<file path="src/cbm_pkg.sv">
package cbm_pkg;

  localparam int unsigned ROM_BANK_BYTES = 16384;
  localparam int unsigned RAM_BANK_BYTES = 8192;
  localparam int unsigned ROM_OFS_W      = $clog2(ROM_BANK_BYTES);
  localparam int unsigned RAM_OFS_W      = $clog2(RAM_BANK_BYTES);

  localparam int unsigned ADDR_W         = 16;
  localparam int unsigned DATA_W         = 8;
  localparam int unsigned CART_ADDR_W    = 21;
  localparam int unsigned ROM_BANK_W     = 7;
  localparam int unsigned RAM_BANK_W     = 2;
  localparam int unsigned KIND_W         = 2;

  localparam int unsigned PADDR_W        = 3;
  localparam int unsigned PDATA_W        = 32;

  typedef logic [PADDR_W-2-1:0] reg_index_t;
  localparam reg_index_t REG_MAPPER_KIND = '0;

  typedef enum logic [KIND_W-1:0] {
    MAP_NONE = 2'd0,
    MAP_MBC1 = 2'd1,
    MAP_MBC2 = 2'd2
  } mapper_kind_t;

  typedef enum logic [1:0] {
    TGT_NONE = 2'd0,
    TGT_ROM  = 2'd1,
    TGT_RAM  = 2'd2
  } target_t;

  localparam logic [3:0] RAM_ENABLE_CODE  = 4'hA;
  localparam logic [3:0] RAM_DISABLE_CODE = 4'h0;

endpackage

</file>
<file path="src/cbm_if.sv">
interface cbm_req_if;
  import cbm_pkg::*;

  logic              valid;
  logic              ready;
  logic              action;
  logic [ADDR_W-1:0] bus_address;
  logic [DATA_W-1:0] write_data;

  modport source (output valid, action, bus_address, write_data, input ready);
  modport sink   (input valid, action, bus_address, write_data, output ready);
endinterface

interface cbm_rsp_if;
  import cbm_pkg::*;

  logic                   valid;
  logic                   ready;
  logic [1:0]             target;
  logic [CART_ADDR_W-1:0] cart_address;
  logic                   ram_write;
  logic [DATA_W-1:0]      data_out;

  modport source (output valid, target, cart_address, ram_write, data_out, input ready);
  modport sink   (input valid, target, cart_address, ram_write, data_out, output ready);
endinterface

</file>
<file path="src/cartridge_bank_mapper.sv">
// Cartridge bank mapper: translates one CPU bus request per cycle into a
// physical ROM or RAM address for MBC1, MBC2 or mapper-less cartridges, and
// turns writes below 0x8000 into bank register updates. Requests pass through
// an input register and a result register: an accepted request moves from the
// input register into the result register when that one is empty or its result
// is taken, and a new request may be accepted in every cycle; the throughput is
// one request per cycle, limited only by the result consumer. Bank registers are
// updated in request order as each request moves into the result register.
// The user writes mapper_kind over the APB port at address 0 and must do so only
// while no request is in flight; the block itself does not enforce this.
module cartridge_bank_mapper (
  input  logic                                 clk,
  input  logic                                 rst,
  cbm_req_if.sink                              req,
  cbm_rsp_if.source                            rsp,
  input  logic                                 psel,
  input  logic                                 penable,
  input  logic                                 pwrite,
  input  logic [cbm_pkg::PADDR_W-1:0]          paddr,
  input  logic [cbm_pkg::PDATA_W-1:0]          pwdata,
  output logic [cbm_pkg::PDATA_W-1:0]          prdata,
  output logic                                 pready
);
  import cbm_pkg::*;

  typedef enum logic [1:0] {
    REGION_RAM_ENABLE = 2'd0,
    REGION_ROM_LOW    = 2'd1,
    REGION_ROM_HIGH   = 2'd2,
    REGION_MODE       = 2'd3
  } reg_region_t;

  logic [KIND_W-1:0]     mapper_kind;
  logic [ROM_BANK_W-1:0] rom_bank;
  logic [ROM_BANK_W-1:0] rom_bank_next;
  logic [RAM_BANK_W-1:0] ram_bank;
  logic [RAM_BANK_W-1:0] ram_bank_next;
  logic                  ram_enabled;
  logic                  ram_enabled_next;
  logic                  rom_bank_mode;
  logic                  rom_bank_mode_next;

  logic                  in_valid;
  logic                  in_action;
  logic [ADDR_W-1:0]     in_address;
  logic [DATA_W-1:0]     in_data;

  logic                   out_valid;
  logic [1:0]             out_target;
  logic [CART_ADDR_W-1:0] out_address;
  logic                   out_ram_write;
  logic [DATA_W-1:0]      out_data;

  logic [1:0]             res_target;
  logic [CART_ADDR_W-1:0] res_address;
  logic                   res_ram_write;
  logic [DATA_W-1:0]      res_data;

  logic advance;
  logic accept;
  logic is_mbc1;
  logic is_mbc2;
  logic cfg_write;

  function automatic logic [ROM_BANK_W-1:0] fix_zero_bank(input logic [ROM_BANK_W-1:0] bank);
    fix_zero_bank = (bank == '0) ? ROM_BANK_W'(1) : bank;
  endfunction

  assign advance   = !out_valid || rsp.ready;
  assign req.ready = !in_valid || advance;
  assign accept    = req.valid && req.ready;
  assign is_mbc1   = (mapper_kind == MAP_MBC1);
  assign is_mbc2   = (mapper_kind == MAP_MBC2);

  assign pready    = 1'b1;
  assign cfg_write = psel && penable && pwrite
                     && (paddr[PADDR_W-1:2] == REG_MAPPER_KIND);
  assign prdata    = (paddr[PADDR_W-1:2] == REG_MAPPER_KIND)
                     ? PDATA_W'(mapper_kind) : '0;

  always_comb begin
    res_target    = TGT_NONE;
    res_address   = '0;
    res_ram_write = 1'b0;
    res_data      = '0;
    if (!in_address[ADDR_W-1]) begin
      if (!in_action) begin
        res_target = TGT_ROM;
        if (!in_address[ROM_OFS_W] || !(is_mbc1 || is_mbc2)) begin
          res_address = CART_ADDR_W'(in_address);
        end else begin
          res_address = {rom_bank, in_address[ROM_OFS_W-1:0]};
        end
      end
    end else if (in_address[ADDR_W-1:RAM_OFS_W] == 3'b101) begin
      res_target  = TGT_RAM;
      res_address = CART_ADDR_W'({ram_bank, in_address[RAM_OFS_W-1:0]});
      if (in_action && ram_enabled) begin
        res_ram_write = 1'b1;
        res_data      = in_data;
      end
    end
  end

  always_comb begin
    rom_bank_next      = rom_bank;
    ram_bank_next      = ram_bank;
    ram_enabled_next   = ram_enabled;
    rom_bank_mode_next = rom_bank_mode;
    if (in_action && !in_address[ADDR_W-1]) begin
      unique case (reg_region_t'(in_address[ADDR_W-2:RAM_OFS_W]))
        REGION_RAM_ENABLE: begin
          if (is_mbc1 || (is_mbc2 && !in_address[4])) begin
            if (in_data[3:0] == RAM_ENABLE_CODE) begin
              ram_enabled_next = 1'b1;
            end else if (in_data[3:0] == RAM_DISABLE_CODE) begin
              ram_enabled_next = 1'b0;
            end
          end
        end
        REGION_ROM_LOW: begin
          if (is_mbc2) begin
            rom_bank_next = fix_zero_bank(ROM_BANK_W'(in_data[3:0]));
          end else if (is_mbc1) begin
            rom_bank_next = fix_zero_bank({rom_bank[ROM_BANK_W-1:5], in_data[4:0]});
          end
        end
        REGION_ROM_HIGH: begin
          if (is_mbc1) begin
            if (rom_bank_mode) begin
              rom_bank_next = fix_zero_bank({in_data[1:0], rom_bank[4:0]});
            end else begin
              ram_bank_next = in_data[RAM_BANK_W-1:0];
            end
          end
        end
        REGION_MODE: begin
          if (is_mbc1) begin
            rom_bank_mode_next = !in_data[0];
            if (!in_data[0]) begin
              ram_bank_next = '0;
            end
          end
        end
        default: begin
          rom_bank_next = rom_bank;
        end
      endcase
    end
  end

  always_ff @(posedge clk) begin
    if (rst) begin
      mapper_kind   <= MAP_NONE;
      rom_bank      <= ROM_BANK_W'(1);
      ram_bank      <= '0;
      ram_enabled   <= 1'b0;
      rom_bank_mode <= 1'b0;
      in_valid      <= 1'b0;
      out_valid     <= 1'b0;
    end else begin
      if (cfg_write) begin
        mapper_kind <= pwdata[KIND_W-1:0];
      end
      if (advance) begin
        out_valid <= in_valid;
        if (in_valid) begin
          rom_bank      <= rom_bank_next;
          ram_bank      <= ram_bank_next;
          ram_enabled   <= ram_enabled_next;
          rom_bank_mode <= rom_bank_mode_next;
        end
      end
      if (req.ready) begin
        in_valid <= req.valid;
      end
    end
  end

  always_ff @(posedge clk) begin
    if (accept) begin
      in_action  <= req.action;
      in_address <= req.bus_address;
      in_data    <= req.write_data;
    end
    if (advance && in_valid) begin
      out_target    <= res_target;
      out_address   <= res_address;
      out_ram_write <= res_ram_write;
      out_data      <= res_data;
    end
  end

  assign rsp.valid        = out_valid;
  assign rsp.target       = out_target;
  assign rsp.cart_address = out_address;
  assign rsp.ram_write    = out_ram_write;
  assign rsp.data_out     = out_data;

endmodule

</file>
<file path="src/flat_wrapper.sv">
// flat-port wrapper written by rule: the top's interface ports become plain ports
module cartridge_bank_mapper_flat import cbm_pkg::*;
  (clk, rst, psel, penable, pwrite, paddr, pwdata, prdata, pready, req_valid, req_action, req_bus_address, req_write_data, req_ready, rsp_valid, rsp_target, rsp_cart_address, rsp_ram_write, rsp_data_out, rsp_ready);
  cbm_req_if req_i ();
  cbm_rsp_if rsp_i ();
  input  logic clk;
  input  logic rst;
  input  logic psel;
  input  logic penable;
  input  logic pwrite;
  input  logic [cbm_pkg::PADDR_W-1:0] paddr;
  input  logic [cbm_pkg::PDATA_W-1:0] pwdata;
  output logic [cbm_pkg::PDATA_W-1:0] prdata;
  output logic pready;
  input wire logic [$bits(req_i.valid)-1:0] req_valid;
  input wire logic [$bits(req_i.action)-1:0] req_action;
  input wire logic [$bits(req_i.bus_address)-1:0] req_bus_address;
  input wire logic [$bits(req_i.write_data)-1:0] req_write_data;
  output wire logic [$bits(req_i.ready)-1:0] req_ready;
  output wire logic [$bits(rsp_i.valid)-1:0] rsp_valid;
  output wire logic [$bits(rsp_i.target)-1:0] rsp_target;
  output wire logic [$bits(rsp_i.cart_address)-1:0] rsp_cart_address;
  output wire logic [$bits(rsp_i.ram_write)-1:0] rsp_ram_write;
  output wire logic [$bits(rsp_i.data_out)-1:0] rsp_data_out;
  input wire logic [$bits(rsp_i.ready)-1:0] rsp_ready;
  assign req_i.valid = req_valid;
  assign req_i.action = req_action;
  assign req_i.bus_address = req_bus_address;
  assign req_i.write_data = req_write_data;
  assign req_ready = req_i.ready;
  assign rsp_valid = rsp_i.valid;
  assign rsp_target = rsp_i.target;
  assign rsp_cart_address = rsp_i.cart_address;
  assign rsp_ram_write = rsp_i.ram_write;
  assign rsp_data_out = rsp_i.data_out;
  assign rsp_i.ready = rsp_ready;
  cartridge_bank_mapper u_core (.clk(clk), .rst(rst), .req(req_i), .rsp(rsp_i), .psel(psel), .penable(penable), .pwrite(pwrite), .paddr(paddr), .pwdata(pwdata), .prdata(prdata), .pready(pready));
endmodule
</file>
<file path="config.mk">
export PLATFORM = sky130hd
export DESIGN_NAME = cartridge_bank_mapper_flat
export DESIGN_NICKNAME = d
export VERILOG_FILES = /design/src/cbm_pkg.sv /design/src/cbm_if.sv /design/src/cartridge_bank_mapper.sv /design/src/flat_wrapper.sv
export SDC_FILE = /design/constraint.sdc
export NUM_CORES = 1
export LEC_CHECK = 0
export BUFFER_PORTS_ARGS = -buffer_cell sky130_fd_sc_hd__buf_2
export CORE_UTILIZATION = 49
export CTS_BUF_LIST = sky130_fd_sc_hd__clkbuf_4
export CTS_CLUSTER_SIZE = 8
export DETAILED_ROUTE_END_ITERATION = 7
export PLACE_DENSITY = 0.92
export SYNTH_ARGS = -nofsm -noshare
export SYNTH_HDL_FRONTEND = slang
export SYNTH_SLANG_ARGS = --single-unit
</file>
<file path="constraint.sdc">
create_clock -name clk -period 1.93 [get_ports clk]
set_input_delay 0.386 -clock clk [delete_from_list [all_inputs] [get_ports clk]]
set_output_delay 0.386 -clock clk [all_outputs]
set_load 0.02 [all_outputs]
</file>
==> run_results.csv, run 1 <==
group,metric,value,unit
critical_path,crit_fanout,6,
sta,fmax,564.4,MHz
floorplanning,start_util,51.69,%
clock_network,clk_latency,400,ps
logic_synthesis,ys_seq_area_share,64.22,%
logic_synthesis,synth_cells,239,
clock_network,clk_pin_slew,120,ps
clock_network,cts_tree,"done",
global_routing,grt_max_degree,33,
critical_path,worstSetupPathDepth,6,
logic_synthesis,syn-cell-area,3133,sq um
placed_design,place_ws,223.6,ps
routing,avgViaCountPerCell,4.937,
routing,via_count,1945,
run_status,status,"complete, no violations",
critical_path,cp-endpoint,"u_core.rom_bank[5]",
floorplanning,die_width,81.96,microns
flow_run,maxCapViolations,0,
routing,drtIter0Drc,155,
final_layout,seq_area,2012,sq um
final_layout,fill_cells,506,
sta,clock-skew-final,16.96,ps
sta,finalMaxSlewViolations,0,
final_layout,final_cells,394,
sta,fin_ws,158.1,ps
power,power_density,823.8,nW/um^2
routing,avgRoutedWirePerCell,13.73,microns
logic_synthesis,synth_top_family_by_area,"simple AND/OR/NAND/NOR gates",
logic_synthesis,yosysTopAreaCell,"edfxtp_1",
critical_path,slowest_stage,"edfxtp_1",
global_routing,grt_pass1_vias,1870,
critical_path,path_delay_family,"compound AO/OA/AOI/OAI gates",
logic_synthesis,synth_fa_ha_area_share,2.396,%
hold_path,holdCritPathClass,"in -> reg",
critical_path,critPathLaunchType,"register",
logic_synthesis,synth-xor-area-share,0,%
global_routing,busiest_layer,"met2",
sta,rsz0062_at_grt,"no",
critical_path,path_cells,"inv_1 > ha_1 > buf_4 > o2bb2ai_1 > a211oi_2 > mux2i_1",
floorplanning,rows,28,
floorplanning,dieArea,6717,sq um
critical_path,max_stage_delay,430,ps
routing,post-route-drc-count,0,
clock_network,cts_root_buf,"clkbuf_4",
power,power,2.944,mW
logic_synthesis,synthFlopType,"edfxtp_1",
routing,drt-total-wl,5409,microns
critical_path,crit_buf_inv,2,
critical_path,reg2reg_depth,6,
logic_synthesis,synth_top_area_share,54.63,%
logic_synthesis,yosys_register_bits,72,
logic_synthesis,synth-compound-area-share,5.431,%
logic_synthesis,yosys.area_share.simple,16.57,%
final_layout,final_nets,388,
global_routing,grt_first_pass_wirelength,8590,microns
global_routing,antenna_found_initial,0,
global_routing,grt_use_met1,20.41,%
final_layout,drive_gt1_share,29.47,%
placed_design,io_buffers,70,
critical_path,cp-end-kind,"register",
clock_network,htree_levels,3,
sta,fin_crit,1772,ps
clock_network,clock-sinks,72,
critical_path,reg2reg_slack,160,ps
global_routing,use_met2,29.34,%
final_layout,antenna_cells,0,
placed_design,globalplace.congestion,0.8499,
critical_path,r2r_start,"u_core.in_address[13]",
clock_network,numCtsBuffers,9,
sta,slew_headroom,51.91,%
placed_design,placedCellCount,379,
critical_path,crit_type,"reg -> reg",
logic_synthesis,yosys-top-cells-area,"edfxtp_1 55%, dfxtp_1 9.6%, buf_4 7.9%",
final_layout,multi_input_area,940.9,sq um
clock_network,postCtsSetupRepairBufs,0,
floorplanning,die_h,81.96,microns
logic_synthesis,synthMuxAreaShare,1.917,%
sta,final.setup.tns,0,ps
critical_path,r2r_end,"u_core.rom_bank[5]",
final_layout,syn_to_final_growth,14.06,%
logic_synthesis,async_flop_share,0,%
sta,period_share,91.81,%
logic_synthesis,synth_edf_count,57,
power,ir_drop,0.4516,mV
clock_network,cts_resized,0,
global_routing,grt_overflow,0,
routing,ant_nets,0,
floorplanning,coreArea,6061,sq um
power,p_leak,1.458,nW
logic_synthesis,syn_area_per_cell,13.11,sq um
logic_synthesis,synth_cell_type_count,41,
clock_network,ctsHoldBuffers,0,
clock_network,clockBufferDepth,2,
global_routing,grt_use_total,18.15,%
global_routing,met3_usage,4.333,%
critical_path,worstPathRequired,2260,ps
placed_design,hpwl,3971,microns
critical_path,cp-startpoint,"u_core.in_address[13]",
sta,finalHoldViolations,0,
logic_synthesis,ys_warn_count,0,
routing,drt-pass1-iter-count,4,
floorplanning,ios,134,
sta,setup_viol,0,
critical_path,cp.arrival,2100,ps
sta,worst_slew_pin_slew,721.4,ps
[worst min-delay path by stage]
stage                            start                 end  slack, ps  cells after the start
floorplan           u_core.ram_bank[1]  u_core.ram_bank[1]        440                      2
global placement    u_core.ram_bank[1]  u_core.ram_bank[1]        450                      2
detailed placement  u_core.ram_bank[0]  u_core.ram_bank[0]        460                      2
CTS                  req_write_data[1]   u_core.in_data[1]        110                      1
global route         req_write_data[1]   u_core.in_data[1]        100                      1
finish               req_write_data[5]   u_core.in_data[5]        150                      1
[area by class of cell]
type | instances | share of cell area [%]
Inverter | 5 | 0.5252
Multi-Input combinational cell | 153 | 26.33
Timing Repair Buffer | 74 | 10.64
Clock buffer | 9 | 1.891
Sequential cell | 72 | 56.30
Tap cell | 75 | 2.626
Clock inverter | 6 | 1.681
[cells by family after synthesis]
kind of cell / count (synthesis)
and+or+nand+nor: 85
buffers and inverters: 43
muxes: 6
adders and majority gates: 6
DFF: 72
other: 2
AOI/OAI and AO/OA: 25
[cells in the mapped netlist, drive strengths merged, types with 4 or more instances]
| library cell | instances |
|---|---|
| nor2 | 15 |
| inv | 5 |
| buf | 36 |
| a21oi | 7 |
| o31ai | 4 |
| nand2 | 10 |
| mux2i | 6 |
| ha | 6 |
| nand4 | 6 |
| edfxtp | 57 |
| and2 | 16 |
| nor2b | 18 |
| dfxtp | 15 |
[power by group]
part           switching (mW)  internal (mW)
registers              0.0297           1.74
clock network           0.501          0.384
logic                   0.197         0.0879
[through the flow]
step	hold slack, ps	cell area, sq um	util (%)
after floorplan	438.3	3242	-
after global placement	447.8	3446	56.85
after detailed placement	459.5	3446	56.85
after CTS	112.5	3573	58.96
after global routing	103.4	3573	58.96
final	148.4	3573	58.96
[metal layers]
| layer | part of all wire [%] | routed length [microns] |
|---|---|---|
| met2 | 50 | 2727 |
| met3 | 5.8 | 312 |
| met1 | 40 | 2180 |
| met4 | 3.5 | 189 |
| met5 | 0 | 0 |
[cell usage in the layout (no fill, tap or decap), types with 2 or more instances in the layout]
master	count
edfxtp_1	57
nand4_1	6
and2_1	16
nor2_1	15
dfxtp_1	15
o21ai_0	3
nor3_1	3
conb_1	31
buf_2	70
nand3_1	2
mux2i_1	6
nand3b_1	2
ha_1	6
o31ai_1	4
inv_1	5
nand2_1	10
clkinv_2	2
clkbuf_4	9
nor2b_1	17
o2bb2ai_1	2
a21oi_1	7
and3_1	2
a31oi_1	3
buf_4	4
[worst register-to-register path, cell delays in order, from the launching register on]
cell and delay [ps]:
edfxtp_1 430, inv_1 80, ha_1 250, buf_4 170, o2bb2ai_1 210, a211oi_2 330
mux2i_1 230
[sequential cells by signal, summed over array words and instances, names as in the netlist]
signal / flops
u_core.rsp.target: 2
u_core.rom_bank_mode: 1
u_core.ram_bank: 2
u_core.rsp.ram_write: 1
u_core.rsp.data_out: 8
u_core.rom_bank: 7
u_core.rsp.cart_address: 21
u_core.mapper_kind: 2
u_core.ram_enabled: 1
u_core.in_data: 8
u_core.in_valid: 1
u_core.rsp.valid: 1
u_core.in_address: 16
u_core.in_action: 1
Power figures use the tool's default switching activity.
==> run 2, diff against run 1 <==
- SETUP_SLACK_MARGIN: not set -> 0.4
==> run_results.csv, run 2 (synthesis gave the netlist of run 1 again) <==
group,metric,value,unit
floorplanning,start_util,51.69,%
critical_path,worstPathRequired,2290,ps
power,p_leak,1.540,nW
routing,drt-pass1-iter-count,4,
final_layout,final_cells,407,
sta,rsz0062_at_grt,"yes",
sta,fin_crit,1621,ps
critical_path,crit_fanout,6,
placed_design,hpwl,3905,microns
critical_path,reg2reg_slack,310,ps
power,p_int,2.253,mW
clock_network,clk_pin_slew,120,ps
placed_design,io_buffers,70,
critical_path,cp.arrival,1980,ps
clock_network,cts_root_buf,"clkbuf_4",
sta,finalMaxSlewViolations,0,
power,ir_drop,0.4391,mV
floorplanning,rows,28,
floorplanning,coreArea,6061,sq um
floorplanning,die_width,81.96,microns
power,power_density,789.8,nW/um^2
critical_path,critPathLaunchType,"register",
placed_design,placedCellCount,377,
clock_network,cts_tree,"done",
routing,ant_nets,0,
sta,slew_headroom,61.36,%
clock_network,htree_levels,3,
clock_network,numCtsBuffers,9,
floorplanning,die_h,81.96,microns
final_layout,syn_to_final_growth,22.32,%
final_layout,seq_area,2019,sq um
power,netSwitchingPower,773.8,uW
final_layout,largest_reg_flops,21,
final_layout,mostFrequentLayoutCell,"buf_2",
sta,setup_viol,0,
critical_path,r2r_end,"u_core.rom_bank[1]",
global_routing,antenna_found_initial,0,
sta,finalHoldViolations,0,
sta,clock-skew-final,19.54,ps
power,pwr-share-seq,58.7,%
power,comb_power_share,10.9,%
clock_network,clk_latency,420,ps
sta,period_share,84.00,%
critical_path,crit_type,"reg -> reg",
critical_path,max_stage_delay,450,ps
sta,final.setup.tns,0,ps
routing,via_count,2039,
run_status,status,"complete, no violations",
hold_path,worstHoldPathCells,1,
power,clockPowerShare,30.4,%
final_layout,antenna_cells,0,
power,power,3.027,mW
hold_path,hold_path_end,"u_core.in_address[2]",
hold_path,holdCritPathClass,"in -> reg",
final_layout,fin_util,63.23,%
final_layout,fill_cells,458,
sta,whs,134.0,ps
global_routing,grt_max_degree,33,
floorplanning,dieArea,6717,sq um
routing,avgRoutedWirePerCell,14.62,microns
power,switching_share,25.57,%
routing,drt-total-wl,5951,microns
global_routing,grt_first_pass_wirelength,8783,microns
placed_design,globalplace.congestion,0.8418,
final_layout,mostFrequentLayoutCells,"67 x buf_2, 57 x edfxtp_1, 31 x conb_1",
sta,worst_slew_pin_slew,579.6,ps
final_layout,multi_input_area,1074,sq um
sta,fmax,616.8,MHz
routing,post-route-drc-count,0,
routing,avgViaCountPerCell,5.010,
final_layout,drive_gt1_share,40.66,%
clock_network,clockBufferDepth,2,
flow_run,maxCapViolations,0,
critical_path,r2r_start,"u_core.in_address[13]",
critical_path,path_cells,"inv_2 > ha_4 > nor4b_4 > a21o_1 > nand4_1 > a21oi_2",
critical_path,cp-end-kind,"register",
global_routing,grt_pass1_vias,1941,
critical_path,slowest_stage,"edfxtp_1",
critical_path,reg2reg_depth,6,
clock_network,clock-sinks,72,
floorplanning,ios,134,
hold_path,worstHoldStart,"req_bus_address[2]",
final_layout,final_nets,400,
routing,drtIter0Drc,139,
global_routing,grt_use_total,18.19,%
global_routing,grt_overflow,0,
-- run 2: cell count changes in the layout (fill, tap and decap cells not counted), moves of 4 or more --
cell	before	now
ha_1	6	1
dfxtp_1	15	11
buf_4	4	15
nor2_1	15	11
-- run 2: area by class of cell --
class                           count  share of cell area (%)
Timing Repair Buffer               86                   12.77
Clock inverter                      7                   1.828
Sequential cell                    72                   52.69
Inverter                            5                  0.4897
Clock buffer                        9                   1.763
Multi-Input combinational cell    153                   28.01
Tap cell                           75                   2.449
-- run 2: stage by stage --
| step | instance area [sq um] | setup slack (ps) |
|---|---|---|
| 3_5_place_dp | 3437 | 160.9 |
| 6_report | 3832 | 308.8 |
| 5_1_grt | 3832 | 221.3 |
| 4_1_cts | 3666 | 390.4 |
| 3_3_place_gp | 3437 | 189.5 |
| 2_1_floorplan | 3253 | 407.1 |
-- run 2: power by group through the flow --
stage	logic [mW]	clock network (mW)	registers (mW)
6_report	0.330	0.921	1.78
5_1_grt	0.357	1.00	1.78
4_1_cts	0.299	0.943	1.78
3_5_place_dp	0.283	0	1.81
3_3_place_gp	0.275	0	1.81
2_1_floorplan	0.203	0	1.84
-- run 2: per-layer routing --
metal	vias up	global-route usage [%]	wire, microns
li1	968	-	-
met5	-	0	0
met4	0	10.70	170
met2	94	31.57	3178
met3	16	3.667	407
met1	961	20.59	2195
-- run 2: critical path, delay by kind of cell (launching register included) --
kind	cells	cell delay [ps]
buffers and inverters	1	110
adders and majority gates	1	180
AOI/OAI and AO/OA	2	420
DFF	1	450
and+or+nand+nor	2	410
-- run 2: how the worst max path moves through the flow --
stage	start	to	slack (ps)	depth (start not counted)
after CTS	u_core.mapper_kind[0]	u_core.rom_bank[5]	390	6
after global placement	u_core.in_address[13]	u_core.rom_bank[4]	190	6
after detailed placement	u_core.in_address[13]	u_core.rom_bank[2]	160	6
after floorplan	u_core.in_address[14]	u_core.rsp.data_out[0]	410	7
final	u_core.in_address[13]	u_core.rom_bank[1]	310	6
after global routing	u_core.in_address[13]	u_core.rom_bank[1]	220	6
-- run 2: timing repair --
action                                  CTS  global route
resized for setup                        14            28
endpoints found under the setup margin   23            46
hold buffers                              0             0
setup buffers                             5             8
gates cloned                              0             1
pin swaps                                 5            11
